<file path="src/rtl/sha256_pkg.sv">
package sha256_pkg;

    localparam logic [31:0] IV [8] = '{
        32'h6a09e667, 32'hbb67ae85, 32'h3c6ef372, 32'ha54ff53a,
        32'h510e527f, 32'h9b05688c, 32'h1f83d9ab, 32'h5be0cd19
    };

    localparam logic [31:0] ROUND_K [64] = '{
        32'h428a2f98, 32'h71374491, 32'hb5c0fbcf, 32'he9b5dba5,
        32'h3956c25b, 32'h59f111f1, 32'h923f82a4, 32'hab1c5ed5,
        32'hd807aa98, 32'h12835b01, 32'h243185be, 32'h550c7dc3,
        32'h72be5d74, 32'h80deb1fe, 32'h9bdc06a7, 32'hc19bf174,
        32'he49b69c1, 32'hefbe4786, 32'h0fc19dc6, 32'h240ca1cc,
        32'h2de92c6f, 32'h4a7484aa, 32'h5cb0a9dc, 32'h76f988da,
        32'h983e5152, 32'ha831c66d, 32'hb00327c8, 32'hbf597fc7,
        32'hc6e00bf3, 32'hd5a79147, 32'h06ca6351, 32'h14292967,
        32'h27b70a85, 32'h2e1b2138, 32'h4d2c6dfc, 32'h53380d13,
        32'h650a7354, 32'h766a0abb, 32'h81c2c92e, 32'h92722c85,
        32'ha2bfe8a1, 32'ha81a664b, 32'hc24b8b70, 32'hc76c51a3,
        32'hd192e819, 32'hd6990624, 32'hf40e3585, 32'h106aa070,
        32'h19a4c116, 32'h1e376c08, 32'h2748774c, 32'h34b0bcb5,
        32'h391c0cb3, 32'h4ed8aa4a, 32'h5b9cca4f, 32'h682e6ff3,
        32'h748f82ee, 32'h78a5636f, 32'h84c87814, 32'h8cc70208,
        32'h90befffa, 32'ha4506ceb, 32'hbef9a3f7, 32'hc67178f2
    };

    localparam logic [7:0] PAD_BYTE = 8'h80;
    localparam logic [5:0] LEN_POS  = 6'd56;

    typedef enum logic [5:0] {
        ST_IDLE  = 6'b000001,
        ST_PAD   = 6'b000010,
        ST_ROUND = 6'b000100,
        ST_FOLD  = 6'b001000,
        ST_OUT   = 6'b010000,
        ST_ZERO  = 6'b100000
    } state_t;

    function automatic logic [31:0] ror(input logic [31:0] x, input int n);
        ror = (x >> n) | (x << (32 - n));
    endfunction

endpackage

</file>
<file path="src/rtl/sha256_message_hasher.sv">
// SHA-256 hasher over a byte stream.
// Input channel (in_valid/in_ready): each transfer carries data_byte, has_byte
// and last. A transfer with has_byte set appends one byte to the message; a
// transfer with last set closes the message, appends padding and the bit
// length, and produces the 256-bit digest.
// Output channel (out_valid/out_ready): after a last transfer four transfers
// deliver the digest as 64-bit words, big-endian, word_index 0 to 3, with
// last_word set on the fourth. The block then restarts from the initial vector.
// A byte that does not fill the block leaves in_ready high for the next byte. A
// byte that fills the 64-byte block starts one compression: 64 rounds of the single
// shared round unit and then a fold, during which in_ready is low.
// A last transfer runs one or two compressions (two when fewer than nine bytes
// remain in the block). Padding is written into the buffer one byte per cycle,
// and the length block ends with one write of the 64-bit length into words 14
// and 15. The first digest word is valid once the last fold has updated the
// chaining words.
// A stalled receiver simply holds the block in the output state; no input is
// taken until all four words have left and the restart state has passed.
// Reset: asynchronous, active low; chaining words return to the initial
// vector, counters clear, the block buffer content is left as it was.
module sha256_message_hasher (
    input  logic        clk,
    input  logic        rst_n,
    input  logic        in_valid,
    output logic        in_ready,
    input  logic [7:0]  data_byte,
    input  logic        has_byte,
    input  logic        last,
    output logic        out_valid,
    input  logic        out_ready,
    output logic [63:0] digest_word,
    output logic [1:0]  word_index,
    output logic        last_word
);

    sha256_pkg::state_t state_reg, state_next;

    // Block buffer holding 16 big-endian words; the schedule window reuses it.
    logic [31:0] w_mem [16];

    logic [31:0] h_reg [8];
    logic [31:0] v_reg [8];
    logic [5:0]  fill_reg;
    logic [60:0] count_reg;
    logic [5:0]  round_reg;
    logic [1:0]  widx_reg;
    logic        final_reg;   // message closed; padding/length pending
    logic        len_done_reg; // last block holds the length
    logic        pad_done_reg; // the 0x80 pad byte has been placed

    logic        in_fire;
    logic        out_fire;
    logic        pad_end;
    logic [31:0] wt;
    logic [31:0] w_new;
    logic [31:0] t1, t2;
    logic [31:0] s0, s1, big0, big1, ch, maj;
    logic [3:0]  ri;
    logic [63:0] bit_len;

    assign in_ready  = (state_reg == sha256_pkg::ST_IDLE);
    assign in_fire   = in_valid && in_ready;
    assign out_valid = (state_reg == sha256_pkg::ST_OUT);
    assign out_fire  = out_valid && out_ready;
    assign bit_len   = {count_reg, 3'b000};
    // The padding of a block ends at its last byte or, in the length block,
    // at the cycle that writes the length.
    assign pad_end   = (fill_reg == 6'd63) ||
                       (pad_done_reg && fill_reg == sha256_pkg::LEN_POS);

    always_comb
    begin
        ri = round_reg[3:0];
        s0 = sha256_pkg::ror(w_mem[ri + 4'd1], 7) ^ sha256_pkg::ror(w_mem[ri + 4'd1], 18)
             ^ (w_mem[ri + 4'd1] >> 3);
        s1 = sha256_pkg::ror(w_mem[ri + 4'd14], 17) ^ sha256_pkg::ror(w_mem[ri + 4'd14], 19)
             ^ (w_mem[ri + 4'd14] >> 10);
        w_new = w_mem[ri] + s0 + w_mem[ri + 4'd9] + s1;
        wt = (round_reg < 6'd16) ? w_mem[ri] : w_new;
        big1 = sha256_pkg::ror(v_reg[4], 6) ^ sha256_pkg::ror(v_reg[4], 11)
               ^ sha256_pkg::ror(v_reg[4], 25);
        ch   = (v_reg[4] & v_reg[5]) ^ (~v_reg[4] & v_reg[6]);
        t1   = v_reg[7] + big1 + ch + sha256_pkg::ROUND_K[round_reg] + wt;
        big0 = sha256_pkg::ror(v_reg[0], 2) ^ sha256_pkg::ror(v_reg[0], 13)
               ^ sha256_pkg::ror(v_reg[0], 22);
        maj  = (v_reg[0] & v_reg[1]) ^ (v_reg[0] & v_reg[2]) ^ (v_reg[1] & v_reg[2]);
        t2   = big0 + maj;
    end

    always_comb
    begin
        state_next = state_reg;
        case (state_reg)
            sha256_pkg::ST_IDLE:
            begin
                if (in_fire)
                begin
                    if (has_byte && fill_reg == 6'd63)
                        state_next = sha256_pkg::ST_ROUND;
                    else if (last)
                        state_next = sha256_pkg::ST_PAD;
                end
            end
            sha256_pkg::ST_PAD:
            begin
                if (pad_end)
                    state_next = sha256_pkg::ST_ROUND;
            end
            sha256_pkg::ST_ROUND:
            begin
                if (round_reg == 6'd63)
                    state_next = sha256_pkg::ST_FOLD;
            end
            sha256_pkg::ST_FOLD:
            begin
                if (!final_reg)
                    state_next = sha256_pkg::ST_IDLE;
                else if (len_done_reg)
                    state_next = sha256_pkg::ST_OUT;
                else
                    state_next = sha256_pkg::ST_PAD;
            end
            sha256_pkg::ST_OUT:
            begin
                if (out_fire && widx_reg == 2'd3)
                    state_next = sha256_pkg::ST_ZERO;
            end
            sha256_pkg::ST_ZERO:
                state_next = sha256_pkg::ST_IDLE;
            default:
                state_next = sha256_pkg::ST_IDLE;
        endcase
    end

    // Byte write into a word of the buffer.
    function automatic logic [31:0] put_byte(input logic [31:0] w, input logic [1:0] pos,
                                             input logic [7:0] b);
        logic [31:0] r;
        r = w;
        r[8 * (3 - pos) +: 8] = b;
        put_byte = r;
    endfunction

    always_ff @(posedge clk)
    begin
        if (in_fire && has_byte)
            w_mem[fill_reg[5:2]] <= put_byte(w_mem[fill_reg[5:2]], fill_reg[1:0], data_byte);
        else if (state_reg == sha256_pkg::ST_PAD)
        begin
            if (pad_done_reg && fill_reg == sha256_pkg::LEN_POS)
            begin
                w_mem[14] <= bit_len[63:32];
                w_mem[15] <= bit_len[31:0];
            end
            else
                w_mem[fill_reg[5:2]] <= put_byte(w_mem[fill_reg[5:2]], fill_reg[1:0],
                    (pad_done_reg ? 8'h00 : sha256_pkg::PAD_BYTE));
        end
        else if (state_reg == sha256_pkg::ST_ROUND && round_reg >= 6'd16)
            w_mem[ri] <= w_new;
    end

    always_ff @(posedge clk or negedge rst_n)
    begin
        if (!rst_n)
        begin
            state_reg    <= sha256_pkg::ST_IDLE;
            fill_reg     <= '0;
            count_reg    <= '0;
            round_reg    <= '0;
            widx_reg     <= '0;
            final_reg    <= 1'b0;
            len_done_reg <= 1'b0;
            pad_done_reg <= 1'b0;
            for (int i = 0; i < 8; i++)
            begin
                h_reg[i] <= sha256_pkg::IV[i];
                v_reg[i] <= sha256_pkg::IV[i];
            end
        end
        else
        begin
            state_reg <= state_next;
            case (state_reg)
                sha256_pkg::ST_IDLE:
                begin
                    if (in_fire)
                    begin
                        final_reg <= last;
                        if (has_byte)
                        begin
                            fill_reg  <= fill_reg + 6'd1;
                            count_reg <= count_reg + 61'd1;
                        end
                        for (int i = 0; i < 8; i++)
                            v_reg[i] <= h_reg[i];
                        round_reg <= '0;
                    end
                end
                sha256_pkg::ST_PAD:
                begin
                    // The first pad cycle of a message writes 0x80, later ones write zeros or the length.
                    pad_done_reg <= 1'b1;
                    if (pad_end)
                    begin
                        if (pad_done_reg && fill_reg == sha256_pkg::LEN_POS)
                            len_done_reg <= 1'b1;
                        fill_reg  <= '0;
                        round_reg <= '0;
                        for (int i = 0; i < 8; i++)
                            v_reg[i] <= h_reg[i];
                    end
                    else
                        fill_reg <= fill_reg + 6'd1;
                end
                sha256_pkg::ST_ROUND:
                begin
                    round_reg <= round_reg + 6'd1;
                    v_reg[7] <= v_reg[6];
                    v_reg[6] <= v_reg[5];
                    v_reg[5] <= v_reg[4];
                    v_reg[4] <= v_reg[3] + t1;
                    v_reg[3] <= v_reg[2];
                    v_reg[2] <= v_reg[1];
                    v_reg[1] <= v_reg[0];
                    v_reg[0] <= t1 + t2;
                end
                sha256_pkg::ST_FOLD:
                begin
                    for (int i = 0; i < 8; i++)
                    begin
                        h_reg[i] <= h_reg[i] + v_reg[i];
                        v_reg[i] <= h_reg[i] + v_reg[i];
                    end
                    fill_reg <= '0;
                    widx_reg <= '0;
                end
                sha256_pkg::ST_OUT:
                begin
                    if (out_fire)
                        widx_reg <= widx_reg + 2'd1;
                end
                sha256_pkg::ST_ZERO:
                begin
                    fill_reg     <= '0;
                    count_reg    <= '0;
                    final_reg    <= 1'b0;
                    len_done_reg <= 1'b0;
                    pad_done_reg <= 1'b0;
                    for (int i = 0; i < 8; i++)
                        h_reg[i] <= sha256_pkg::IV[i];
                end
                default:
                begin
                    fill_reg <= '0;
                end
            endcase
        end
    end

    assign digest_word = {h_reg[{widx_reg, 1'b0}], h_reg[{widx_reg, 1'b1}]};
    assign word_index  = widx_reg;
    assign last_word   = (widx_reg == 2'd3);

    a_ready_idle: assert property (@(posedge clk) disable iff (!rst_n)
        in_ready |-> !out_valid)
        else $error("input and output open together");
    a_round_wrap: assert property (@(posedge clk) disable iff (!rst_n)
        (state_reg == sha256_pkg::ST_ROUND && round_reg == 6'd63)
        |=> state_reg == sha256_pkg::ST_FOLD)
        else $error("round sequencer missed fold");
    a_out_hold: assert property (@(posedge clk) disable iff (!rst_n)
        (out_valid && !out_ready) |=> (out_valid && $stable(widx_reg)))
        else $error("digest word changed under stall");
endmodule
</file>
<file path="config.mk">
export PLATFORM = sky130hd
export DESIGN_NAME = sha256_message_hasher
export DESIGN_NICKNAME = d
export VERILOG_FILES = /design/src/rtl/sha256_pkg.sv /design/src/rtl/sha256_message_hasher.sv
export SDC_FILE = /design/constraint.sdc
export NUM_CORES = 2
export LEC_CHECK = 0
export BUFFER_PORTS_ARGS = -buffer_cell sky130_fd_sc_hd__buf_2
export CORE_ASPECT_RATIO = 1.75
export CORE_UTILIZATION = 25
export CTS_BUF_LIST = sky130_fd_sc_hd__clkbuf_8
export DETAILED_ROUTE_END_ITERATION = 12
export PLACE_DENSITY = 0.47
export SLEW_MARGIN = 5
export SYNTH_ARGS = -nofsm -noshare
export SYNTH_HDL_FRONTEND = slang
export SYNTH_SLANG_ARGS = --single-unit
</file>
<file path="constraint.sdc">
create_clock -name clk -period 16.14 [get_ports clk]
set_clock_uncertainty 0.1 [all_clocks]
set_input_delay 0.807 -clock clk [delete_from_list [all_inputs] [get_ports clk]]
set_output_delay 0.807 -clock clk [all_outputs]
set_load 0.05 [all_outputs]
</file>
; Yosys cells after proc, flatten, opt, wreduce, memory -nomap -nowiden
; Memory sizes are Yosys's and may differ from the RTL's.
; Index checks and enable logic that the tools add are counted.
[word_totals]
regBits = 596
rom_bits = 2048
ramBits = 512
in_bits = 14
wordCells = 200
mem_count = 2
[memory_table]
columns = name, depth, width, rd, rd_ports_with_merged_regs, write_ports, line_no
row1 = (no name shown), 64, 32, 1, 0, 0, sha256_message_hasher.sv:83  ; t1 = v_reg[7] + big1 + ch + sha256_pkg::ROUND_K[round_reg] + wt;
row2 = w_mem, 16, 32, 5, 0, 2, sha256_message_hasher.sv:39  ; logic [31:0] w_mem [16];
[op_classes]
n_shift = 3
n_bitwise = 32
addsub = 27
magnitude_cmp = 5
muxes = 64
reduce_logical = 25
n_eq_ne = 18
[ops]
columns = operator, n
row1 = one-hot mux 256 bit (4 select lines), 1
row2 = adder 32 bit, 18
row3 = two-way mux 256 bit, 2
row4 = one-hot mux 256 bit (2 select lines), 1
row5 = two-way mux 32 bit, 10
row6 = XOR 32 bit, 9
row7 = binary-select mux 32 bit (select 3 bit), 2
row8 = AND 32 bit, 5
row9 = two-way mux 61 bit, 2
row10 = one-hot mux 61 bit (2 select lines), 1
row11 = variable part select 8 x 34 -> 32 bit, 2
row12 = two-way mux 6 bit, 11
row13 = bitwise mux 32 bit, 2
row14 = OR reduction 32 bit, 2
row15 = adder 61 x 1 -> 61 bit (second input constant), 1
row16 = one-hot mux 6 bit (3 select lines), 2
row17 = negation 32 -> 34 bit, 1
row18 = variable shift 8 x 34 -> 32 bit (first input constant), 1
row19 = inverter 32 bit, 1
row20 = OR 10 x 32 -> 32 bit, 1
row21 = OR 13 x 32 -> 32 bit, 1
row22 = OR 14 x 32 -> 32 bit, 1
row23 = OR 15 x 32 -> 32 bit, 1
row24 = OR 19 x 32 -> 32 bit, 1
row25 = other kinds (47), 95

; Longest topological paths before layout
; An unclocked memory read counts as a cell.
[logic_depth]
depth_word = 12
mapped_depth = 61
ltp_nobuf = 55

; Worst setup path after synthesis
; Ideal clock, no wire load.
[synth_timing]
path_kind = register to register
start = register round_reg[1]
end = register v_reg[255] (netlist name)
setup_slack_ns = 2.640
period_less_slack_ns = 13.500
path_stages_with_launch = 53
arrival_ns = 13.279
required_ns = 15.919
cell_sequence = dfrtp_1 > clkbuf_1 > inv_2 > clkbuf_1 > clkbuf_1 > ha_1 > buf_2 > clkbuf_1 > buf_1 > clkbuf_1 > clkbuf_1 > mux4_2 > mux4_2 > xnor2_1 > fa_1 > fa_1 > ha_1 > fa_1 > (+17 left out) > and3_1 > a221oi_1 > o21ai_0 > a311oi_1 > o21bai_1 > a21oi_1 > xor2_1 > fa_1 > inv_1 > ha_1 > a21oi_1 > o2111ai_1 > a31o_2 > a21oi_1 > xnor2_1 > xnor2_1 > nor2_1 > o22a_1
[synth_via]
elab_chain_cells = 12
word_cells_on_any_way = 25
[synth_rtl]
columns = item, line_no
row1 = "start, declared", sha256_message_hasher.sv:45  ; logic [5:0] round_reg;
row2 = "start signal, assigned", sha256_message_hasher.sv:218  ; round_reg <= round_reg + 6'd1;
row3 = adder 4 x 1 -> 4 bit, "sha256_message_hasher.sv:74, sha256_message_hasher.sv:75"
row4 = memory read (16 x 32 bit), --
row5 = OR 25 x 32 -> 32 bit or OR 14 x 32 -> 32 bit (tied branches), sha256_pkg.sv:40  ; ror = (x >> n) | (x << (32 - n));
row6 = XOR 32 bit, sha256_message_hasher.sv:74  ; s0 = sha256_pkg::ror(w_mem[ri + 4'd1], 7) ^ sha256_pkg::ror(w_mem[ri + 4'd1], 18)
row7 = XOR 32 x 29 -> 32 bit, sha256_message_hasher.sv:75  ; ^ (w_mem[ri + 4'd1] >> 3);
row8 = adder 32 bit (3 in a row), sha256_message_hasher.sv:78  ; w_new = w_mem[ri] + s0 + w_mem[ri + 4'd9] + s1;
row9 = two-way mux 32 bit, sha256_message_hasher.sv:79  ; wt = (round_reg < 6'd16) ? w_mem[ri] : w_new;
row10 = adder 32 bit (*), sha256_message_hasher.sv:83
row11 = adder 32 bit (*), sha256_message_hasher.sv:226  ; v_reg[0] <= t1 + t2;
row12 = one-hot mux 256 bit (4 select lines) (*), sha256_message_hasher.sv:184  ; case (state_reg)
row13 = "end signal, assigned by index", sha256_message_hasher.sv:178  ; v_reg[i] <= sha256_pkg::IV[i];
row14 = "end signal, assigned by index", sha256_message_hasher.sv:196  ; v_reg[i] <= h_reg[i];
row15 = "end signal, assigned by index", sha256_message_hasher.sv:233  ; v_reg[i] <= h_reg[i] + v_reg[i];
row16 = "end, declared", sha256_message_hasher.sv:42  ; logic [31:0] v_reg [8];
; Every way passes the cells marked *; elsewhere a longest branch is shown, timed or not. The select of a mux whose other input is x is not followed.
; A chain may end at the register's enable or synchronous reset.

; Final worst setup path
[layout_timing]
start = register round_reg[0]
end = register v_reg[255] (netlist name)
; The elaborated chain is that of the path after synthesis.

==> impl_metrics.yaml <==
setup_path:
  critPathKind: "flop to flop"
  reg2reg_depth: 45
  crit_top_cell: "fa_1"
  required_ns: 16.93
  cp_max_fo: 33
  start_kind: "flop"
  arrival_ns: 15.52
  crit_slowest_cell: "a311oi_1"
  max_stage_delay_ns: 0.87
  crit_path_end_kind: "flop"
placed_design:
  gp_congestion: 0.999
  io_buffers: 82
  place_ws_ns: 1.45
  post-dp-hpwl_um: 311000
clocking:
  clk_pin_slew_worst_paths_ns: 0.07
  clock_latency_ns: 1.02
  cts_tree: "done"
  clock_sinks: 1108
  htree_levels: 4
  cts_setup_buffers: 0
  clock_path_buffers: 4
  cts_resized: 0
  clockRootBuffer: "clkbuf_8"
  ctsHoldBuffers: 2
  cts_buffers: 194
grt:
  globalRoute.busiestLayer: "met2"
  antenna_found_initial: 17
  grt_pass1_wl_um: 579000
  overflow: 0
  grt_usage: 0.228
  met1_usage: 0.218
  grt_pass1_vias: 75900
  grt_start_max_net_pins: 141
  grtUsageMet3: 0.0307
  met2_usage: 0.415
worst_hold_path:
  hold-path-cell-count: 3
  hold_path.class: "primary input to flop"
logic_synthesis:
  syn_avg_cell_area_um2: 10.4
  synth_warnings: 0
  synth_cell_types: 97
  synthFlopType: "edfxtp_1"
  syn_inst: 8527
  yosysMostFrequentCell: "nand2_1"
  synth_top_area_share: 0.172
  yosys.area.top_type: "edfxtp_1"
  syn_area_um2: 88900
  synth-edff-count: 509
  synth.area.top_cells: "edfxtp_1 17%, mux4_2 16%, dfrtp_1 9.1%"
  ys_seq_elements: 1108
  postSynth.asyncResetShare: 0.538
  syn_nets: 9148
  synthTopCellsByCount: "932 x nand2_1, 638 x mux4_2, 617 x a21oi_1, 604 x nor2_1, 509 x edfxtp_1"
  yosysSeqAreaShare: 0.344
final_layout:
  nets: 9075
  area_growth_syn_to_layout_pct: 11.1
  largest_reg_flops: 512
  drive_gt1_frac: 0.187
  multiInputGateArea_um2: 54800
  regArea_um2: 30600
  nFillCells: 36500
routing:
  num_vias: 74400
  dr.pass1.iters: 7
  drt_iter0_drc: 6173
  antenna_left: 0
  routedWlPerCell_um: 31.4
  detail_route.vias_per_cell: 5.61
  routed_wl_um: 417000
  drc: 0
timing:
  min_period_over_period: 0.913
  hold_viol: 0
  slew_violations: 0
  finalSetupViolations: 0
  setup_ws_ns: 1.41
  setup_tns_ns: 0
  rsz0062_at_grt: "no"
  period_needed_ns: 14.73
  max_freq_mhz: 67.9
  whs_ns: 0.0937
  tightest_slew_ns: 1.40
  slew_headroom: 0.0412
run:
  maxCapViolations: 0
status:
  outcome: "finished, final reports clean"
die:
  ioPinCount: 83
  core_area_um2: 354000
  initial_core_util: 0.251
  die_h_um: 791
  dieWidth_um: 453
  die-area_um2: 358000
  num_rows: 289
## worst paths after layout
| path | startpoint | end | slack, ns |
|---|---|---|---|
| max in group asynchronous | rst_n | v_reg[63] | 12.63 |
| min in group asynchronous | rst_n | v_reg[193] | 0.37 |
| hold / removal | last | final_reg | 0.09 |
| setup / recovery | round_reg[0] | v_reg[255] | 1.41 |
| setup reg to reg | round_reg[0] | v_reg[255] | 1.41 |
| hold reg to reg | v_reg[78] | v_reg[78] | 0.38 |
## worst max-delay path, delay by kind of cell, from the launching register on
kind | cells | cell delay, ns
DFF | 1 | 0.69
AOI/OAI and AO/OA | 17 | 4.60
adders and majority gates | 10 | 4.78
buffers and inverters | 7 | 1.11
muxes | 3 | 1.49
xor gates and xnor gates | 6 | 1.46
and+or+nand+nor | 2 | 0.28
## cell usage in the layout, fill, tap and decap left out, types with 224 or more instances in the layout
cell,count
o21ai_0,477
nand2_1,929
mux4_2,638
dfstp_2,273
a21oi_1,616
edfxtp_1,509
clkbuf_8,224
a21o_1,232
ha_1,407
dfrtp_1,312
inv_1,476
nor2_1,587
xnor2_1,417
## final cells by class
type                    instances  share of cell area
multi-input cells            6440               0.554
flip-flops and latches       1108               0.310
well taps                    4656              0.0590
clock buffers                 223              0.0311
repair buffers                289              0.0221
inverters                     421              0.0160
clock inverters               123             0.00712
diodes                          9            0.000228
## routing by layer
layer  part of all wire  wire length (um)
met2               0.52            217000
met1               0.32            131000
met5            0.00011                45
met3              0.053             21900
met4               0.11             46700
## stage by stage
| stage | std cells | instance area [um2] | utilization |
|---|---|---|---|
| detailed placement | 12900 | 94900 | 0.268 |
| global placement | 12900 | 94900 | 0.268 |
| CTS | 13300 | 98700 | 0.279 |
| floorplan | 8527 | 88900 | - |
| finish | 13300 | 98800 | 0.279 |
| global route | 13300 | 98800 | 0.279 |
## kinds of logic (layout without fill, tap and decap cells)
group,Yosys count,in the layout,synth area share
and+or+nand+nor,2178,2178,0.108
buffers and inverters,979,1056,0.0424
xor gates and xnor gates,612,612,0.0606
muxes,865,865,0.188
AOI/OAI and AO/OA,2174,2174,0.155
DFF,1108,1108,0.344
adders and majority gates,611,611,0.102
other,0,9,0
Power is not shown: default switching activity piles up to over one toggle a cycle in this logic, so the estimate is an artifact.
